`src/rtl/fgi_ram.sv`:
```
// Single bank of the rule store: one write port with lane enables, one read port.
// Read data is registered. No dependencies.
module fgi_ram #(
	parameter int ADDR_W = 4,
	parameter int LANES  = 3,
	parameter int LANE_W = 16
) (
	input  logic                      clk,
	input  logic                      wr_en,
	input  logic [ADDR_W-1:0]         wr_addr,
	input  logic [LANES-1:0]          wr_lane,
	input  logic [LANE_W-1:0]         wr_data,
	input  logic                      rd_en,
	input  logic [ADDR_W-1:0]         rd_addr,
	output logic [LANES*LANE_W-1:0]   rd_data
);

	logic [LANES-1:0][LANE_W-1:0] mem [2**ADDR_W];
	logic [LANES-1:0][LANE_W-1:0] rd_data_q;

	// Write selected lanes, read whole word
	always_ff @(posedge clk) begin
		if (wr_en) begin
			for (int l = 0; l < LANES; l++) begin
				if (wr_lane[l]) begin
					mem[wr_addr][l] <= wr_data;
				end
			end
		end
		if (rd_en) begin
			rd_data_q <= mem[rd_addr];
		end
	end

	assign rd_data = rd_data_q;

endmodule

```
`config.mk`:
```
export PLATFORM = sky130hd
export DESIGN_NAME = fgi_ram
export DESIGN_NICKNAME = d
export VERILOG_FILES = /design/src/rtl/fgi_ram.sv
export SDC_FILE = /design/constraint.sdc
export NUM_CORES = 1
export LEC_CHECK = 0
export BUFFER_PORTS_ARGS = -buffer_cell sky130_fd_sc_hd__buf_2
export CORE_ASPECT_RATIO = 0.6
export CORE_MARGIN = 2
export CORE_UTILIZATION = 41
export DETAILED_ROUTE_END_ITERATION = 7
export SYNTH_ARGS = -nofsm -noshare
export SYNTH_HDL_FRONTEND = slang
export SYNTH_SLANG_ARGS = --single-unit
```
`constraint.sdc`:
```
create_clock -name clk -period 2.94 [get_ports clk]
set_input_delay 0.588 -clock clk [delete_from_list [all_inputs] [get_ports clk]]
set_output_delay 0.588 -clock clk [all_outputs]
set_load 0.02 [all_outputs]
```
# Word-level counts from Yosys, hierarchy flattened
# Memories as Yosys holds them, arrays and structs flattened. A register that Yosys moved wholly into a read port is not among the register bits.
# Index checks and enable logic that the tools add are counted.
dict set report op_classes {
  n_mux 9
}
# cell n
set op_table {}
lappend op_table {{2-to-1 mux 1 bit} 9}
dict set report totals {
  elab_cells 10
  output_inout_bits 48
  reg_bits 0
  input_bits 30
  n_memories 1
  mem_bits_rw 768
}
# name depth word_bits read_ports rd_ports_with_merged_regs write_ports line
set memory_table {}
lappend memory_table {mem 16 48 1 1 1 18} ;# logic [LANES-1:0][LANE_W-1:0] mem [2**ADDR_W];

# Longest topological paths before layout
# Gate-level depths: netlist of the first run.
dict set report depth {
  depth_word 3
  ltp_mapped 6
  mapped_depth_nobuf 3
}

# Worst setup path before layout of the first run
# Ideal clock, no wire load.
dict set report synth_timing {
  path_type {in2reg}
  startpoint {input port wr_addr[2]}
  endpoint {memory mem[12][0] (netlist name), enable pin}
  cell_stages 3
  n_path_buf 1
  t_required_ns 2.510
  t_arrival_ns 2.598
  setup_ns 0.430
  slack_ns -0.088
  path_cell_list {clkbuf_1 nand2_1 nor4_1}
}
# element line
set synth_lines {}
lappend synth_lines {{from (decl)} 10} ;# input logic [ADDR_W-1:0] wr_addr,
lappend synth_lines {{to (decl)} 18}
# No word-level cell before the write port.

==> key figures, run 1 <==
Clock network
  • CTS tree: built
  • Clock input transition at the sequential cells of the worst setup and hold paths: 0.06 ns
  • H-Tree Level Count: 3
  • Clock insertion delay at the later pin of the skew report: ~0.6 ns
  • Num CTS Buffers: 72
  • Number of clock sinks: 816
  • Resize count post-CTS: 0
  • Post-CTS Setup Bufs: 0
  • Clock Path Buffers: 3
  • Hold-fix buffers at CTS: 0
  • Clk Tree Root Cell: clkbuf_16

Power
  • Ratio of total power to cell area: around 680 nW/um2
  • Clock network fraction of design power: 0.395
  • VDD IR max: approximately 0.38 mV
  • Internal power: 18.7 mW
  • Share of total power in sequential cells: 0.554
  • Switching part of the total: 0.209
  • Power after layout: 23.6 mW
  • Combinational power share: 0.051
  • Leakage power: 11.1 nW
  • Sw Pwr: ~4.9 mW

Synthesis
  • Library cell with the highest instance count after synthesis: edfxtp_1
  • Synth Warn #: 0
  • Count of mapped cells out of synthesis: 1299
  • Largest family of logic cells by synthesized area: multiplexers
  • Simple-gate portion of the synthesized area: 0.0168
  • Adder and majority gate portion of the synthesized area: 0
  • Sequential element share of the synthesized area: 0.806
  • Multiplexer area fraction after synthesis: 0.142
  • Cells taking the most area after synthesis: edfxtp_1 81%, mux4_2 14%, a22oi_1 2.4%
  • Post-Syn Area per Cell: 23.4 um2
  • Synthesized-area fraction occupied by ao, oa, aoi and oai cells: 0.0237
  • Proportion of synthesized flip-flops having asynchronous set or reset: 0
  • Total standard cell area after synthesis: a little over 30000 um2
  • Post-synth top area cell: edfxtp_1
  • Number of synthesized flops with an enable pin: 816
  • Leading cell types by count after synthesis: 816 x edfxtp_1, 192 x mux4_2, 96 x a22oi_1, 62 x nand2_1, 45 x nor2_1
  • Proportion of netlist area held by the largest area contributor: 0.806
  • Yosys cell types: 14
  • Top FF cell, synth: edfxtp_1
  • Synthesis-stage register bit count: 816
  • Post-synth net total: about 1300
  • Parity-gate share of the synthesized area counting xor and xnor cells: 0

Drt
  • Number of violations reported at the end of detailed-routing iteration 0: 1574
  • Post-detailed-routing wire length: 70.7 mm
  • Drt wl/cell: roughly 28 um
  • Via-to-Cell Ratio: 5.62
  • Count of vias placed by the detailed router: 14128
  • First-pass DRT Iterations: 6
  • Drc violations: 0
  • Count of antenna-violating nets left after detailed routing: 0

Layout
  • Final Instance Count excl. Fillers: around 2500
  • Final Cell Area: 34900 um2
  • Final core area utilization: 0.475
  • Fill cell instance count of the final layout: 5988
  • Proportion of layout cells with a drive suffix above 1: 0.318
  • Layout Nets: 1497
  • Area growth, synth to finish: 14.9%

Die
  • # IOs: 78
  • Die W: roughly 360 um
  • Initial cell density of the core: 0.414
  • Core region area: roughly 74000 um2
  • Total Die Area: around 76000 um2
  • Vert. Die Dim: about 210 um
  • Placement Rows: 77

Worst setup path
  • Category of the worst setup path launch point: input port
  • Type of destination of the critical path: flop
  • Origin of the critical flop-to-flop path: mem[3][10]$_DFFE_PP_
  • Timing startpoint of the critical path: rd_addr[0]
  • Maximum fanout along the worst path: 24
  • Worst setup path category: input port to flop
  • Signal arrival time at the worst endpoint: 2.35 ns
  • Worst EP required: 3.26 ns

Timing
  • Slew headroom: 0.314
  • Hold Violations, Final: 0
  • Final critical delay including setup and external delays: between 2 and 2.5 ns
  • Transition time at the pin with the least slew margin: 1.03 ns
  • Portion of the clock cycle consumed by the worst path in the final layout: 0.693
  • Final setup violation count: 0
  • Final number of max-transition violations: 0
  • Final worst clock skew: ~0.02 ns
  • Final setup TNS: 0 ns
  • Unrepaired setup endpoints after global routing: no
  • Fmax achieved: 491 MHz

Global route
  • Congestion Overflow GR: 0
  • Number of global-route vias before repair: 14351
  • Maximum number of pins on one net before global-route repair: 49
  • Total track usage: 0.187
  • Initial antenna violation count: 6
  • Global-route wire length before repair: 103 mm

Min path
  • Launch point of the worst hold path: wr_data[7]
  • Type of the tightest min-delay check: input port to flop

Place
  • Final RePlAce weighted congestion: 0.771
  • Standard cell area after detailed placement: 32600 um2
  • Detailed Place HPWL: roughly 40 mm
  • PortBufs: just under 80
  • DP Cell Count: 2380

Job
  • Number of max-cap violations: 0

Run status
  • Result of the run: finished clean
[worst max-delay path: stages]
cell and delay (ns):
buf_8 0.28, buf_12 0.24, mux4_2 0.53, a22oi_1 0.57, nand2_1 0.12
[per-layer routing]
layer	GRT usage	routed length [um]	vias to the layer above
li1	-	-	5871
met2	0.280	32100	581
met1	0.287	31500	7602
met5	0	13	-
met3	0.0401	6080	72
met4	0.0357	921	2
[power by group through the flow]
stage / sequential, mW / clock (mW) / combinational (mW)
after floorplan: 13.4 / 0 / 0.586
after detailed placement: 13.3 / 0 / 1.23
final: 13.1 / 9.31 / 1.20
after global placement: 13.3 / 0 / 1.20
after CTS: 13.1 / 9.51 / 1.23
after global routing: 13.1 / 9.97 / 1.30
[final timing paths]
check / cells after the start / slack, ns / end
setup / recovery: 5 / 0.90 / rd_data[10]$_DFFE_PP_
hold / removal: 1 / 0.54 / mem[6][39]$_DFFE_PP_
setup reg to reg: 3 / 1.12 / rd_data[10]$_DFFE_PP_
hold reg to reg: 3 / 0.75 / rd_data[25]$_DFFE_PP_
[flip-flops by register name, indices dropped and copies added (netlist names)]
signal	count
rd_data	48
mem	768
[cell families after synthesis]
group / after synthesis
muxes: 192
DFF: 816
AOI/OAI and AO/OA: 96
and+or+nand+nor: 125
buffers and inverters: 70
[final cells by class]
class | instances | area (um2) | share of cell area
clock inverters | 41 | 398 | 0.0114
diodes | 3 | 7.51 | 0.000215
multi-input cells | 413 | 5650 | 0.162
repair buffers | 164 | 1240 | 0.0356
clock buffers | 89 | 1890 | 0.0540
flip-flops and latches | 816 | 24500 | 0.702
well taps | 987 | 1230 | 0.0354
[placed cells by master (no fill, tap or decap)]
cell type,n
edfxtp_1,816
mux4_2,192
a22oi_1,96
buf_2,75
clkbuf_16,73
buf_4,72
nand2_1,62
nor2_1,29
clkbuf_1,16
nor2_2,15
clkinv_2,15
buf_12,15
clkinv_1,10
bufinv_16,7
nor4_2,6
inv_6,5
nor2b_1,4
nand3_1,4
diode_2,3
clkinvlp_4,3
nor2b_4,2
and2_4,1
nor2_4,1
nand4_1,1
clkinv_4,1
buf_8,1
clkbuf_8,1
[through the flow]
stage	setup WS (ns)	hold WS (ns)
after floorplan	-0.0883	0.687
after global placement	0.226	0.731
after detailed placement	0.258	0.743
after CTS	0.901	0.499
after global routing	0.800	0.514
final	0.903	0.545
No activity file was read; power rests on OpenSTA's default activity.
==> run 2: changes to the inputs <==
clock period = 1.81 ns   (was 2.94 ns; I/O delays follow)
==> run 2 against run 1 <==
Against the previous run: setup slack lost 0.83 ns; worst hold slack lost 0.38 ns; clock-buffer cell count grew 4; clock skew shrank 0.0031 ns; combinational power grew 93%; register-to-register slack lost 0.93 ns.
==> key figures, run 2 (same netlist as run 1, synthesis figures left out) <==
Place
  • PortBufs: 77 (unchanged)
  • DP Cell Count: 2477 (was 2380)
  • Final RePlAce weighted congestion: 0.805 (was 0.771)
  • Worst slack, placed: -0.456 ns (was 0.258 ns)
  • Detailed Place HPWL: 43.4 mm (was 40.1 mm)

Timing
  • Final critical delay including setup and external delays: 1.74 ns
  • Final setup TNS: 0 ns (unchanged)
  • Final worst clock skew: 0.0168 ns (was 0.0199 ns)
  • Slew headroom: 0.261 (was 0.314)
  • Unrepaired setup endpoints after global routing: no (unchanged)
  • Transition time at the pin with the least slew margin: 1.11 ns (was 1.03 ns)
  • Crit path setup slack, layout: 0.0714 ns (was 0.903 ns)
  • Fmax achieved: 575 MHz
  • Hold Violations, Final: 0 (unchanged)
  • Final number of max-transition violations: 0 (unchanged)
  • Portion of the clock cycle consumed by the worst path in the final layout: 0.961
  • Final setup violation count: 0 (unchanged)

Die
  • Die W: 356 um (unchanged)
  • Placement Rows: 77 (unchanged)
  • # IOs: 78 (unchanged)
  • Vert. Die Dim: 215 um (unchanged)
  • Total Die Area: 76400 um2 (unchanged)
  • Initial cell density of the core: 0.414 (unchanged)
  • Core region area: 73500 um2 (unchanged)

Worst setup path
  • Worst setup path category: flop to output pin (was input port to flop)
  • Signal arrival time at the worst endpoint: 1.38 ns (was 2.35 ns)
  • Category of the worst setup path launch point: flop (was input port)
  • Slowest cell on the critical path: edfxtp_1 (was a22oi_1)
  • Cell family with the largest share of critical-path delay: flip-flops (was compound AO/OA/AOI/OAI gates)
  • Worst EP required: 1.45 ns (was 3.26 ns)
  • Max incr delay on CP: 0.52 ns (was 0.57 ns)
  • Number of buffer and inverter stages on the critical path: 1 (was 2)
  • Type of destination of the critical path: output pin (was flop)
  • Maximum fanout along the worst path: 1 (was 24)
  • Depth of the worst register-to-register path: 3 (unchanged)
  • Critical path depth in cells: 1 (was 5)
  • Cells along the critical path: buf_2 (was buf_8 > buf_12 > mux4_2 > a22oi_1 > nand2_1)

Clock network
  • Post-CTS Setup Bufs: 0 (unchanged)
  • Num CTS Buffers: 75 (was 72)
  • Clock input transition at the sequential cells of the worst setup and hold paths: 0.06 ns (about the same)
  • Clk Tree Root Cell: clkbuf_16 (unchanged)
  • Clock insertion delay at the later pin of the skew report: 0.64 ns (was 0.60 ns)
  • Clock Path Buffers: 3 (unchanged)
  • Number of clock sinks: 816 (unchanged)
  • CTS tree: built (unchanged)
  • Hold-fix buffers at CTS: 0 (unchanged)
  • Resize count post-CTS: 0 (unchanged)
  • H-Tree Level Count: 3 (unchanged)

Drt
  • Drc violations: 0 (unchanged)
  • Via-to-Cell Ratio: 5.59 (was 5.62)
  • Number of violations reported at the end of detailed-routing iteration 0: 1882 (was 1574)
  • Count of vias placed by the detailed router: 14588 (was 14128)
  • Count of antenna-violating nets left after detailed routing: 0 (unchanged)
  • First-pass DRT Iterations: 5 (was 6)
  • Post-detailed-routing wire length: 71.8 mm (was 70.7 mm)
  • Drt wl/cell: 27.5 um (was 28.1 um)

Layout
  • Area growth, synth to finish: 21.5% (was 14.9%)
  • Biggest register: mem (unchanged)
  • Layout Nets: 1597 (was 1497)
  • Flip-flop count of the largest register after layout: 768 (unchanged)
  • Proportion of layout cells with a drive suffix above 1: 0.374 (was 0.318)
  • Most common cell after layout, fill and taps aside: edfxtp_1 (unchanged)
  • Highest-count cells in the layout ignoring fill and taps: 816 x edfxtp_1, 192 x mux4_2, 96 x a22oi_1, 94 x buf_12, 90 x buf_4 (was 816 x edfxtp_1, 192 x mux4_2, 96 x a22oi_1, 75 x buf_2, 73 x clkbuf_16)
  • Final Instance Count excl. Fillers: 2611 (was 2513)

Min path
  • Hold depth: 1 (unchanged)
  • Type of the tightest min-delay check: input port to flop (unchanged)

Job
  • Number of max-cap violations: 0 (unchanged)

Global route
  • Global-route wire length before repair: 105 mm (was 103 mm)
  • Congestion Overflow GR: 0 (unchanged)
  • Total track usage: 0.190 (was 0.187)
  • Maximum number of pins on one net before global-route repair: 49 (unchanged)
  • Number of global-route vias before repair: 14996 (was 14351)
  • Initial antenna violation count: 5 (was 6)

Power
  • Ratio of total power to cell area: 1060 nW/um2 (was 675 nW/um2)
  • Leakage power: 11.9 nW (was 11.1 nW)
  • VDD IR max: 0.668 mV (was 0.376 mV)

Run status
  • Result of the run: finished clean (unchanged)
run 2: cell count changes in the layout (fill, tap and decap cells not counted), sizes merged:
cell | previous run | this run
buf | 163 | 260
diode | 3 | 2
inv | 5 | 4
bufinv | 7 | 5
clkinvlp | 3 | 1
clkinv | 26 | 29
clkbuf | 90 | 94
run 2: area by class of cell:
cell class                 instances  area [um2]
fill                            5762       36600
sequential                       816       24500
multi-input combinational        413        5840
timing repair buffer             261        2960
clock buffer                      93        1970
tap                              987        1230
clock inverter                    39         419
antenna                            2        5.00
run 2: per-layer routing:
metal | part of all wire | vias up | global-route usage | wire (um)
met5 | 0 | - | 0 | 0
met4 | 0.014 | 0 | 0.0405 | 984
met2 | 0.44 | 528 | 0.272 | 31800
met1 | 0.47 | 7892 | 0.300 | 33800
li1 | - | 6093 | - | -
met3 | 0.073 | 75 | 0.0407 | 5270
run 2: power by group:
group | total, mW | switching, mW | internal (mW)
combinational | 2.32 | 1.33 | 0.984
sequential | 21.2 | 0.104 | 21.1
clock | 15.5 | 6.97 | 8.55
run 2: path summary, 6_finish.rpt:
| check | from | to | slack (ns) |
|---|---|---|---|
| max | rd_data[8]$_DFFE_PP_ | rd_data[8] | 0.07 |
| min reg2reg | mem[5][15]$_DFFE_PP_ | rd_data[15]$_DFFE_PP_ | 0.75 |
| min | wr_data[8] | mem[5][40]$_DFFE_PP_ | 0.17 |
| max reg2reg | mem[11][39]$_DFFE_PP_ | rd_data[39]$_DFFE_PP_ | 0.19 |
run 2: stage by stage:
stage	hold slack [ns]	cell area (um2)	power, mW	util
3_3_place_gp	0.730	34500	23.9	0.470
3_5_place_dp	0.745	34500	24.0	0.470
6_report	0.169	36900	39.1	0.502
5_1_grt	0.155	36900	40.3	0.502
2_1_floorplan	0.461	30700	22.7	-
4_1_cts	0.140	36900	39.4	0.502
